[src/sv/tma_pkg.sv]
// Package for the transform matrix accumulator: widths, codes, CORDIC constants,
// the structs passed between the submodules and the step matrix element function.
// No dependencies.
`default_nettype none

package tma_pkg;

    localparam int EW           = 32;
    localparam int DIM          = 4;
    localparam int FRAC_BITS    = 16;
    localparam int HALF_TURN    = 180;
    localparam int CORDIC_ITERS = 24;
    localparam int MOD_STEPS    = 8;
    localparam int CW           = 34;
    localparam int PROD_W       = 64;
    localparam int TERM_W       = 48;
    localparam int ACC_W        = 50;

    localparam logic signed [EW-1:0] ONE_Q16     = EW'(1 << FRAC_BITS);
    localparam logic signed [CW-1:0] FULL_DEG    = CW'(2 * HALF_TURN * 65536);
    localparam logic signed [CW-1:0] HALF_DEG    = CW'(HALF_TURN * 65536);
    localparam logic signed [CW-1:0] QUARTER_DEG = CW'(HALF_TURN * 65536 / 2);
    localparam logic signed [CW-1:0] CORDIC_GAIN = CW'(652032874);

    typedef enum logic [2:0] {
        K_IDENT     = 3'd0,
        K_TRANSLATE = 3'd1,
        K_SCALE     = 3'd2,
        K_ROT_X     = 3'd3,
        K_ROT_Y     = 3'd4,
        K_ROT_Z     = 3'd5,
        K_READ      = 3'd6
    } t_kind;

    typedef enum logic [2:0] {
        ST_IDLE,
        ST_CORDIC,
        ST_ROW_READ,
        ST_ROW_ISSUE,
        ST_DRAIN,
        ST_READ_OUT
    } t_tma_state;

    typedef enum logic [2:0] {
        COR_IDLE,
        COR_MOD,
        COR_FOLD,
        COR_ITER,
        COR_DONE
    } t_cor_state;

    typedef struct packed {
        logic       vld;
        logic [1:0] row;
        logic [1:0] col;
        logic [1:0] k;
    } t_mac_issue;

    typedef struct packed {
        logic          en;
        logic [3:0]    addr;
        logic [EW-1:0] data;
    } t_mem_wr;

    // Arctangent of 2^-i in Q10.24 degrees.
    function automatic logic signed [CW-1:0] f_atan(input logic [4:0] i);
        logic signed [CW-1:0] v;
        begin
            unique case (i)
                5'd0:    v = CW'(754974720);
                5'd1:    v = CW'(445687602);
                5'd2:    v = CW'(235489089);
                5'd3:    v = CW'(119537938);
                5'd4:    v = CW'(60000935);
                5'd5:    v = CW'(30029717);
                5'd6:    v = CW'(15018523);
                5'd7:    v = CW'(7509720);
                5'd8:    v = CW'(3754917);
                5'd9:    v = CW'(1877466);
                5'd10:   v = CW'(938734);
                5'd11:   v = CW'(469367);
                5'd12:   v = CW'(234684);
                5'd13:   v = CW'(117342);
                5'd14:   v = CW'(58671);
                5'd15:   v = CW'(29335);
                5'd16:   v = CW'(14668);
                5'd17:   v = CW'(7334);
                5'd18:   v = CW'(3667);
                5'd19:   v = CW'(1833);
                5'd20:   v = CW'(917);
                5'd21:   v = CW'(458);
                5'd22:   v = CW'(229);
                5'd23:   v = CW'(115);
                default: v = '0;
            endcase
            return v;
        end
    endfunction

    // Element (k, c) of the matrix that right-multiplies the held matrix.
    function automatic logic signed [EW-1:0] f_step(
        input t_kind                kind,
        input logic [1:0]           k,
        input logic [1:0]           c,
        input logic signed [EW-1:0] a,
        input logic signed [EW-1:0] b,
        input logic signed [EW-1:0] cc,
        input logic signed [EW-1:0] s,
        input logic signed [EW-1:0] co
    );
        logic signed [EW-1:0] v;
        begin
            v = (k == c) ? ONE_Q16 : '0;
            unique case (kind)
                K_TRANSLATE: begin
                    if (c == 2'd3 && k == 2'd0) v = a;
                    if (c == 2'd3 && k == 2'd1) v = b;
                    if (c == 2'd3 && k == 2'd2) v = cc;
                end
                K_SCALE: begin
                    if (c == k && k == 2'd0) v = a;
                    if (c == k && k == 2'd1) v = b;
                    if (c == k && k == 2'd2) v = cc;
                end
                K_ROT_X: begin
                    if (k == 2'd1 && c == 2'd1) v = co;
                    if (k == 2'd1 && c == 2'd2) v = -s;
                    if (k == 2'd2 && c == 2'd1) v = s;
                    if (k == 2'd2 && c == 2'd2) v = co;
                end
                K_ROT_Y: begin
                    if (k == 2'd0 && c == 2'd0) v = co;
                    if (k == 2'd2 && c == 2'd0) v = -s;
                    if (k == 2'd0 && c == 2'd2) v = s;
                    if (k == 2'd2 && c == 2'd2) v = co;
                end
                K_ROT_Z: begin
                    if (k == 2'd0 && c == 2'd0) v = co;
                    if (k == 2'd0 && c == 2'd1) v = -s;
                    if (k == 2'd1 && c == 2'd0) v = s;
                    if (k == 2'd1 && c == 2'd1) v = co;
                end
                default: ;
            endcase
            return v;
        end
    endfunction

endpackage

`default_nettype wire

[src/sv/tma_mem.sv]
// Matrix store: 16 elements addressed {column, row}, one read and one write port,
// registered read data; entries never written since the last clear read as identity.
`default_nettype none

module tma_mem import tma_pkg::*; (
    input  logic                 i_clk,
    input  logic                 i_rst_n,
    input  logic                 i_clear,
    input  logic                 i_rd_en,
    input  logic [3:0]           i_rd_addr,
    input  t_mem_wr              i_wr,
    output logic signed [EW-1:0] o_rd_data
);

    logic [EW-1:0]        r_mem [DIM*DIM];
    logic [DIM*DIM-1:0]   r_valid;
    logic [EW-1:0]        r_rd_data;
    logic                 r_rd_vld;
    logic                 r_rd_diag;

    always_ff @(posedge i_clk) begin
        if (i_wr.en) begin
            r_mem[i_wr.addr] <= i_wr.data;
        end
        if (i_rd_en) begin
            r_rd_data <= r_mem[i_rd_addr];
            r_rd_vld  <= r_valid[i_rd_addr];
            r_rd_diag <= (i_rd_addr[3:2] == i_rd_addr[1:0]);
        end
    end

    always_ff @(posedge i_clk) begin
        if (!i_rst_n || i_clear) begin
            r_valid <= '0;
        end else if (i_wr.en) begin
            r_valid[i_wr.addr] <= 1'b1;
        end
    end

    assign o_rd_data = r_rd_vld  ? r_rd_data :
                       r_rd_diag ? ONE_Q16   : '0;

endmodule

`default_nettype wire

[config.mk]
export PLATFORM = sky130hd
export DESIGN_NAME = tma_mem
export DESIGN_NICKNAME = d
export VERILOG_FILES = /design/src/sv/tma_pkg.sv /design/src/sv/tma_mem.sv
export SDC_FILE = /design/constraint.sdc
export NUM_CORES = 1
export LEC_CHECK = 0
export BUFFER_PORTS_ARGS = -buffer_cell sky130_fd_sc_hd__buf_2
export CAP_MARGIN = 20
export CORE_UTILIZATION = 39
export DETAILED_ROUTE_END_ITERATION = 10
export HOLD_SLACK_MARGIN = 0.15
export PLACE_DENSITY_LB_ADDON = 0.15
export SLEW_MARGIN = 10
export SYNTH_ARGS = -nofsm -noshare
export SYNTH_HDL_FRONTEND = slang
export SYNTH_SLANG_ARGS = --single-unit
[constraint.sdc]
create_clock -name i_clk -period 5.15 [get_ports i_clk]
set_input_delay 0.2575 -clock i_clk [delete_from_list [all_inputs] [get_ports i_clk]]
set_output_delay 0.2575 -clock i_clk [all_outputs]
set_load 0.02 [all_outputs]
# Word level (Yosys, flattened, before mapping)
# Memories as Yosys holds them, arrays and structs flattened. A register that Yosys moved wholly into a read port is not among the register bits.
# Cells that the tools add are included.
# totals
ff_bits	18
mem_bits_rw	512
rom_bits	0
latch_bits	0
mem_count	1
# op_classes
shifts	0
muxes	8
multipliers	0
n_eq_ne	1
n_lt_le_gt_ge	3
bitwise	1
n_reduce_logical	3
add_sub_neg	0
n_div	0
# memory_table
memory	words	width	read_ports	rd_clocked_by_memory_dff	wr	line_no	source
r_mem	16	32	1	1	1	tma_mem.sv:15	logic [EW-1:0] r_mem [DIM*DIM];
# ops
operator	n
$mux 32	1
$mux 17	1
$or 16x16->16	1
$lt 4x5->1 const B	2
$bmux 1 s4	1
$demux 1 s4	1
$ge 4x1->1 const B	1
$mux 1	4
$eq 2x2->1	1
$logic_and 1x1->1	1
$logic_not 1->1	1
$logic_or 1x1->1	1

# Depth between registers and ports, before layout
# Gate-level depths: netlist of the first run.
# logic_depth
depth_word	5
depth_mapped	6

# Least setup slack after synthesis of the first run
# No wires, ideal clock.
# synth_path
kind	input port to flip-flop
from	input i_wr[34] (netlist name)
to	memory r_mem[0][0], enable pin
t_required_ns	4.686
n_path_buf	0
arrival_ns	3.026
cell_stages	2
setup_slack_ns	1.660
cell_sequence	or3b_2 nor3_1
# synth_lines
element	line_no	source
start, declared	tma_mem.sv:11	input t_mem_wr i_wr,
end, declared	tma_mem.sv:15	
# No word-level cell before the write port.

# Final worst setup path of the first run
# layout_path
from	register r_rd_vld
to	output o_rd_data[16]
# layout_via
elab_chain_len	1
# layout_rtl
element	line_no	source
start, declared	tma_mem.sv:18	logic r_rd_vld;
start signal, assigned	tma_mem.sv:27	r_rd_vld <= r_valid[i_rd_addr];
$mux 32	tma_mem.sv:40	assign o_rd_data = r_rd_vld ? r_rd_data :
end, declared	tma_mem.sv:12	output logic signed [EW-1:0] o_rd_data
# Every way passes these cells.

==> out/metrics.cfg, run 1 <==
[drt]
ant_nets = 0
drt-initial-drc-count = 704
num_vias = 9825
drt-total-wl_mm = 48.9
wl_per_cell_um = 27.2
dr.pass1.iters = 4
viasPerCell = 5.46
drc = 0

[synth]
synth_top_family_by_area = multiplexers
yosys-top-cells-area = edfxtp_1 (78%), mux4_2 (14%), a22oi_1 (2.4%)
synth_area_leader_cell = edfxtp_1
synth-xor-area-share_pct = 0.0832
ys_warn_count = 0
synth.ff_latch_count = 562
yosysSeqAreaShare_pct = 79.3
synth-simple-area-share_pct = 2.19
synthMuxAreaShare_pct = 14.2
avgSynthCellArea_um2 = 22.8
synth_adder_area_share_pct = 0
synth_top_area_share_pct = 77.8
synth.net_count = 967
yosysUniqueCellTypes = 21
synth_area_um2 = 21100
synth_compound_area_share_pct = 2.92
netlist_instances = 922

[finish]
area_growth_pct = 16.8
drive_gt1_share_pct = 30.8
antenna_cells = 0
nets = 1115

[clocking]
cts_max_level = 2
worst_skew_pair.late_latency_ns = 0.60
cts_tree = built
postCtsHoldBufs = 36
clockBufferDepth = 3
postCtsResizedCells = 0
post_cts_buffers = 0
cts.sink_count = 562
cts_inserted_buffers = 56
path_clk_slew_ns = 0.06
cts-root-buf = clkbuf_16

[worst_setup_path]
worst_path_max_delay_cell = edfxtp_1
worst_setup_path_start_kind = flip-flop
cp.required_ns = 4.89
r2r-start = r_mem[2][28]$_DFFE_PP_
arrival_ns = 2.54
cpLargestDelayFamily = flip-flops
crit_cells = 3
cp_slowest_stage_delay_ns = 0.90
cp.buffers_inverters = 2
end_kind = primary output
crit_start = r_rd_vld$_DFFE_PP_
worstSetupPathType = flip-flop to primary output
cp_cell_sequence = buf_4 > mux2_2 > buf_2
ff2ff_path_depth = 3
path_max_fanout = 18

[status]
status = completed

[die]
pin_count = 77
die_y_um = 234
coreArea_um2 = 53000
die_area_um2 = 55000
start_util_pct = 39.8
dieWidth_um = 234
num_rows = 84

[timing]
final-setup-viol-count = 0
drv_slew = 0
fin_worst_skew_ns = 0.0241
fmax_mhz = 357
finalHoldViolCount = 0
rsz0062_at_grt = no
tightest_slew_ns = 1.02
relSlewSlack_pct = 31.7
tns_ns = 0
fin_crit_sh_pct = 54.3
fin_crit_ns = 2.80

[pwr]
cellLeakagePower_uw = 0.00794
ir_drop_uv = 268
powerDensity_nw_per_um2 = 396
p_total_uw = 9740

[worst_hold_path]
holdCritStartpoint = i_rst_n
hold_path.class = primary input to flip-flop
hold_depth = 4

[grt]
grt_first_pass_wirelength_mm = 71.4
grt_pass1_vias = 10400
grt_max_degree = 80
grt.overflow.total = 0
grt_usage_pct = 18.5
antenna_found_initial = 2

[placed_design]
place.gp.congestion = 0.668
hpwl_mm = 23.5
portBuffers = 76

[job]
cap_violations = 0

## registers in the layout (all words and copies together) (netlist names)
register	cells
r_valid	16
r_rd_vld	1
r_rd_diag	1
r_rd_data	32
r_mem	512
## logic make-up (layout without fill, tap and decap cells)
kind of cell,after synthesis,count (layout)
AOI/OAI and AO/OA,82,82
xor gates and xnor gates,2,2
buffers and inverters,50,239
DFF,562,562
muxes,133,133
and+or+nand+nor,93,93
## synthesized netlist by cell type
cell type and instances:
a22oi_1 66, nor3_1 4, and2_1 32, xor2_1 2
clkbuf_1 28, edfxtp_1 546, nor2_1 14, nand2_1 34
or3b_2 1, nand2b_1 2, o21a_1 16, nand3b_1 2
buf_2 11, nor2b_1 3, buf_4 1, mux4_2 132
nand3_1 1, mux2_2 1, buf_6 9, buf_1 1
dfxtp_1 16
## power by group
part | total [uW] | internal [uW] | leakage [uW] | switching (uW)
Clock | 4100 | 2420 | 0.000900 | 1680
Combinational | 483 | 195 | 0.00195 | 288
Sequential | 5160 | 5130 | 0.00509 | 27.7
## area by class of cell
class	instances	area (um^2)
flip-flops and latches	562	16700
multi-input cells	310	4210
fillers	4445	28400
clock buffers	68	1470
repair buffers	140	980
well taps	688	861
clock inverters	31	379
## worst paths after layout
path	slack [ns]	to
worst min-delay path	0.23	r_valid[9]$_SDFFE_PP0P_
worst min register to register	0.46	r_valid[10]$_SDFFE_PP0P_
worst max-delay path	2.35	o_rd_data[16]
worst max register to register	3.59	r_rd_data[28]$_DFFE_PP_
## worst reg2reg max path: cells and delay by family (launching register included)
family,cells,cell delay (ns)
multiplexers,1,0.50
flip-flops,1,0.37
AO/OA/AOI/OAI,1,0.35
AND/OR/NAND/NOR,1,0.09
## per-stage QoR
step                      hold slack (ns)  setup WS [ns]  utilization [%]  cell area, um^2  cells
after floorplan                     0.356           1.66                -            21100    922
after global placement              0.443           2.59             42.3            22400   1663
after detailed placement            0.450           2.53             42.3            22400   1664
after CTS                           0.197           2.19             46.5            24600   1799
after global routing                0.240           2.16             46.5            24600   1799
final                               0.232           2.35             46.5            24600   1799
## routing by layer
metal  wire, um  GRT usage (%)
met5         13              0
met4        899           4.90
met3       1850           2.69
met2      23300           29.0
met1      22900           27.3
## cells in the final DEF, fill, tap and decap left out, types with 11 or more instances in the layout
| master | count |
|---|---|
| edfxtp_1 | 546 |
| and2_1 | 31 |
| dlygate4sd3_1 | 36 |
| clkbuf_16 | 56 |
| o21a_1 | 16 |
| buf_4 | 27 |
| buf_2 | 74 |
| clkinv_2 | 11 |
| nor2_4 | 13 |
| nand2_1 | 34 |
| a22oi_1 | 66 |
| dfxtp_1 | 16 |
| mux4_2 | 132 |
No activity file was read; power rests on OpenSTA's default activity.
==> run 2: changes to the inputs <==
Clock period 5.15 ns to 2.29 ns, I/O delays scaled along.
==> run 2 against run 1 <==
  * Sequential power rose by 120%
  * Largest cell class unchanged
  * Wire length down 2.9%
  * Clock power up 140%
  * Clock skew shrank 0.013 ns
  * Cell area up 2.7%
  * Worst setup slack got worse by 2.0 ns
  * Non-clock buffer count rose by 20
==> out/metrics.cfg, run 2 (synthesis gave the netlist of run 1 again) <==
[timing]
rsz0062_at_grt = no  ; unchanged
final-setup-viol-count = 0  ; unchanged
relSlewSlack_pct = 65.0  ; was 31.7%
fin_worst_skew_ns = 0.0111  ; was 0.0241 ns
fin_crit_ns = 1.90
tightest_slew_ns = 0.526  ; was 1.02 ns
finalHoldViolCount = 0  ; unchanged
fin_ws_ns = 0.393  ; was 2.35 ns
fin_crit_sh_pct = 82.8
drv_slew = 0  ; unchanged
fmax_mhz = 527

[pwr]
power.internal_uw = 18000  ; was 7750 uW
p_switching_uw = 4530  ; was 2000 uW
combPwrFrac_pct = 5.1  ; was 5.0%
cellLeakagePower_uw = 0.00821  ; was 0.00794 uW
pwr-share-clk_pct = 43.3  ; was 42.1%
p_total_uw = 22500  ; was 9740 uW
p_sw_share_pct = 20.1  ; was 20.5%
power_frac_seq_pct = 51.6  ; was 53.0%
ir_drop_uv = 554  ; was 268 uV
powerDensity_nw_per_um2 = 889  ; was 396 nW/um^2

[drt]
drt-total-wl_mm = 47.5  ; was 48.9 mm
drt-initial-drc-count = 724  ; was 704
ant_nets = 0  ; unchanged
viasPerCell = 5.35  ; was 5.46
drc = 0  ; unchanged
wl_per_cell_um = 26.0  ; was 27.2 um
dr.pass1.iters = 5  ; was 4
num_vias = 9767  ; was 9825

[finish]
final_cell_mix = edfxtp_1 (546), mux4_2 (132), buf_2 (74)  ; unchanged
top_register = r_mem  ; unchanged
largest_register_ffs = 512  ; unchanged
nets = 1137  ; was 1115
drive_gt1_share_pct = 31.8  ; was 30.8%
area_growth_pct = 20.0  ; was 16.8%
reg.largest.list = r_mem (512), r_rd_data (32), r_valid (16)  ; unchanged
multi_input_area_um2 = 4240  ; was 4210 um^2
fillers = 4368  ; was 4445
layout_commonest_cell = edfxtp_1  ; unchanged
ff_latch_area_um2 = 16700  ; unchanged

[clocking]
path_clk_slew_ns = 0.06  ; about the same
cts_inserted_buffers = 58  ; was 56
cts_max_level = 2  ; unchanged
worst_skew_pair.late_latency_ns = 0.60  ; about the same
cts_tree = built  ; unchanged
cts.sink_count = 562  ; unchanged
postCtsResizedCells = 0  ; unchanged
clockBufferDepth = 3  ; unchanged
cts-root-buf = clkbuf_16  ; unchanged

[worst_setup_path]
path_max_fanout = 6  ; was 18
worstReg2RegEnd = r_rd_data[23]$_DFFE_PP_  ; was r_rd_data[28]$_DFFE_PP_
r2r-start = r_mem[2][23]$_DFFE_PP_  ; was r_mem[2][28]$_DFFE_PP_
worst_path_max_delay_cell = edfxtp_1  ; unchanged
arrival_ns = 1.78  ; was 2.54 ns
cp_cell_sequence = buf_12 > mux2_2 > buf_2  ; was buf_4 > mux2_2 > buf_2
cpLargestDelayFamily = flip-flops  ; unchanged
cp.buffers_inverters = 2  ; unchanged
ff2ff_path_depth = 3  ; unchanged
cp_slowest_stage_delay_ns = 0.46  ; was 0.90 ns
reg2reg_slack_ns = 0.76  ; was 3.59 ns
crit_cells = 3  ; unchanged
cp.required_ns = 2.18  ; was 4.89 ns
end_kind = primary output  ; unchanged
worst_setup_path_start_kind = flip-flop  ; unchanged
worstSetupPathType = flip-flop to primary output  ; unchanged

[worst_hold_path]
hold_depth = 3  ; was 4
hold_path.class = primary input to flip-flop  ; unchanged
holdCritStartpoint = i_wr[32]  ; was i_rst_n
hold_end = r_mem[4][8]$_DFFE_PP_  ; was r_valid[9]$_SDFFE_PP0P_

[placed_design]
hpwl_mm = 24.6  ; was 23.5 mm
portBuffers = 76  ; unchanged
place.gp.congestion = 0.674  ; was 0.668
dp_slack_ns = 0.462  ; was 2.53 ns

[die]
pin_count = 77  ; unchanged
num_rows = 84  ; unchanged
die_area_um2 = 55000  ; unchanged
start_util_pct = 39.8  ; unchanged
die_y_um = 234  ; unchanged
dieWidth_um = 234  ; unchanged
coreArea_um2 = 53000  ; unchanged

[grt]
grt_max_degree = 42  ; was 80
grt_pass1_vias = 10400  ; about the same
grt_usage_pct = 17.8  ; was 18.5%
antenna_found_initial = 1  ; was 2
grt_first_pass_wirelength_mm = 69.6  ; was 71.4 mm
grt.overflow.total = 0  ; unchanged

[status]
status = completed  ; unchanged

[job]
cap_violations = 0  ; unchanged

## run 2: what timing repair did
action	in CTS	in global routing
buffers inserted	2	0
endpoints found under the setup margin	16	0
endpoints found under the hold margin	546	0
hold buffers	38	0
## run 2: stage by stage
step | instances | TNS, ns | area (um^2) | hold WS, ns | utilization, %
floorplan | 922 | -17.81 | 21100 | 0.213 | -
global placement | 1680 | 0 | 22900 | 0.442 | 43.2
detailed placement | 1680 | 0 | 22900 | 0.448 | 43.2
CTS | 1825 | 0 | 25300 | 0.212 | 47.7
global route | 1826 | 0 | 25300 | 0.232 | 47.7
finish | 1826 | 0 | 25300 | 0.239 | 47.7
## run 2: power groups by stage
stage	Combinational (uW)	Clock [uW]	Sequential [uW]
CTS	1190	9890	11600
finish	1160	9730	11600
detailed placement	1120	0	11800
global placement	1110	0	11800
global route	1250	10300	11600
floorplan	622	0	11800
## run 2: how the worst max path moves through the flow
stage | from | to | slack, ns
6_report | r_rd_vld$_DFFE_PP_ | o_rd_data[16] | 0.39
5_1_grt | r_rd_vld$_DFFE_PP_ | o_rd_data[16] | 0.33
4_1_cts | r_rd_vld$_DFFE_PP_ | o_rd_data[16] | 0.38
3_5_place_dp | i_rd_addr[0] | r_rd_data[9]$_DFFE_PP_ | 0.46
3_3_place_gp | i_rd_addr[0] | r_rd_data[9]$_DFFE_PP_ | 0.46
2_1_floorplan | i_wr[34] | r_mem[1][0]$_DFFE_PP_ | -0.19
## run 2: worst min-delay path, stage by stage
cell and delay [ns]:
buf_2 0.23, nor3_4 0.08, buf_12 0.21
## run 2: area by class of cell
class | instances | share of cell area, %
Timing Repair Buffer | 160 | 5.92
Clock buffer | 66 | 5.94
Antenna cell | 1 | 0.00990
Sequential cell | 562 | 66.1
Tap cell | 688 | 3.40
Multi-Input combinational cell | 310 | 16.8
Clock inverter | 39 | 1.86
## run 2: per-layer routing
layer / wire length [um] / track usage, %
met1: 21600 / 25.1
met2: 23200 / 29.2
met3: 2040 / 3.08
met4: 701 / 3.93
met5: 0 / 0
==> run 3: changes to the inputs <==
Clock period 2.29 ns to 1.79 ns, I/O delays scaled along.
==> run 3 against run 2 <==
  * Cell area down 0.14%
  * Die area unchanged
  * Critical path depth unchanged
  * First-iteration DRC count up 24%
  * Sequential power up 28%
  * Clock skew up 0.0080 ns
  * Worst setup slack worse by 0.34 ns
  * Hold slack worse by 0.050 ns
  * Global-route usage up 0.46 points
  * Power up 22%
  * Register-to-register slack worse by 0.40 ns
  * Critical endpoint unchanged
  * Largest power group unchanged
  * Highest routed layer unchanged
==> out/metrics.cfg, run 3 (synthesis gave the netlist of run 1 again) <==
[worst_setup_path]
worst_setup_path_start_kind = flip-flop  ; unchanged
path_max_fanout = 4  ; was 6
cp.required_ns = 1.70  ; was 2.18 ns
end_kind = primary output  ; unchanged
arrival_ns = 1.64  ; was 1.78 ns
worstSetupPathType = flip-flop to primary output  ; unchanged

[finish]
final_cell_mix = edfxtp_1 (546), mux4_2 (132), buf_2 (74)  ; unchanged
largest_register_ffs = 512  ; unchanged
nets = 1146  ; was 1137
layout_commonest_cell = edfxtp_1  ; unchanged
top_register = r_mem  ; unchanged
area_growth_pct = 19.9  ; was 20.0%
drive_gt1_share_pct = 31.4  ; was 31.8%
reg.largest.list = r_mem (512), r_rd_data (32), r_valid (16)  ; unchanged
utilization_pct = 47.7  ; about the same

[grt]
grt.overflow.total = 0  ; unchanged
grt_first_pass_wirelength_mm = 70.9  ; was 69.6 mm
grt_max_degree = 35  ; was 42
grt_usage_pct = 18.3  ; was 17.8%
antenna_found_initial = 1  ; unchanged
grt_pass1_vias = 10500  ; was 10400

[timing]
fin_crit_ns = 1.73
finalHoldViolCount = 0  ; unchanged
tightest_slew_ns = 0.945  ; was 0.526 ns
relSlewSlack_pct = 36.9  ; was 65.0%
fin_worst_skew_ns = 0.0190  ; was 0.0111 ns
fin_crit_sh_pct = 96.9
fin_ws_ns = 0.0562  ; was 0.393 ns
fmax_mhz = 577
drv_slew = 0  ; unchanged
final-setup-viol-count = 0  ; unchanged

[die]
dieWidth_um = 234  ; unchanged
coreArea_um2 = 53000  ; unchanged
die_y_um = 234  ; unchanged
pin_count = 77  ; unchanged
die_area_um2 = 55000  ; unchanged
num_rows = 84  ; unchanged
start_util_pct = 39.8  ; unchanged

[clocking]
path_clk_slew_ns = 0.07  ; was 0.06 ns
cts-root-buf = clkbuf_16  ; unchanged
cts_max_level = 2  ; unchanged
cts_inserted_buffers = 56  ; was 58
worst_skew_pair.late_latency_ns = 0.61  ; was 0.60 ns
cts_tree = built  ; unchanged
clockBufferDepth = 3  ; unchanged
cts.sink_count = 562  ; unchanged

[drt]
drt-initial-drc-count = 897  ; was 724
viasPerCell = 5.42  ; was 5.35
drt-total-wl_mm = 49.3  ; was 47.5 mm
num_vias = 9957  ; was 9767
drc = 0  ; unchanged
ant_nets = 0  ; unchanged
dr.pass1.iters = 5  ; unchanged
wl_per_cell_um = 26.8  ; was 26.0 um

[pwr]
powerDensity_nw_per_um2 = 1080  ; was 889 nW/um^2
cellLeakagePower_uw = 0.00819  ; was 0.00821 uW
ir_drop_uv = 702  ; was 554 uV

[placed_design]
place.gp.congestion = 0.682  ; was 0.674
portBuffers = 76  ; unchanged
dp_slack_ns = -0.0377  ; was 0.462 ns
hpwl_mm = 25.4  ; was 24.6 mm

[worst_hold_path]
hold_path.class = primary input to flip-flop  ; unchanged

[status]
status = completed  ; unchanged

[job]
cap_violations = 0  ; unchanged

run 3: repair_timing:
action / 4_1_cts / 5_1_grt
endpoints found under the hold margin: 569 / 0
resized for setup: 2 / 4
cloned: 0 / 1
setup buffers: 0 / 1
hold buffers: 38 / 0
endpoints found under the setup margin: 17 / 27
run 3: metal layers:
layer  track usage [%]  vias up  share of wire, %
met4              4.76        0               1.8
li1                  -     4262                 -
met1              27.0     5394                46
met5                 0        -                 0
met3              2.37       64               4.4
met2              29.0      237                48
run 3: cell type report:
| cell class | count | area, um^2 |
|---|---|---|
| fillers | 4416 | 27700 |
| flip-flops and latches | 562 | 16700 |
| multi-input cells | 311 | 4250 |
| repair buffers | 170 | 1710 |
| clock buffers | 81 | 1580 |
| well taps | 688 | 861 |
| clock inverters | 23 | 131 |
| diodes | 2 | 5.00 |
run 3: path summary, 6_finish.rpt:
path | startpoint | depth (start not counted) | slack (ns) | endpoint
min | i_wr[32] | 3 | 0.19 | r_mem[4][21]$_DFFE_PP_
min reg2reg | r_valid[12]$_SDFFE_PP0P_ | 1 | 0.47 | r_valid[12]$_SDFFE_PP0P_
max | r_rd_vld$_DFFE_PP_ | 3 | 0.06 | o_rd_data[16]
max reg2reg | r_mem[3][16]$_DFFE_PP_ | 3 | 0.36 | r_rd_data[16]$_DFFE_PP_
run 3: critical path, cell delays in order (launching register included):
cell and delay, ns:
edfxtp_1 0.32, buf_4 0.15, mux2_2 0.39, buf_2 0.18
run 3: metrics by stage:
stage                     hold WS (ns)  setup TNS [ns]  cell area, um^2  total power, uW  cells
final                            0.189               0            25200            27300   1837
after CTS                        0.170         -0.0181            25200            27600   1833
after detailed placement         0.453          -0.259            23100            16600   1691
after global placement           0.442          -0.133            23100            16600   1691
after global routing             0.191        -0.00131            25200            28200   1835
after floorplan                  0.188         -116.17            21100            15900    922
run 3: power breakdown:
group	internal (uW)	switching (uW)
Combinational	672	868
Sequential	14800	75.5
Clock	6220	4720
Total	21700	5660
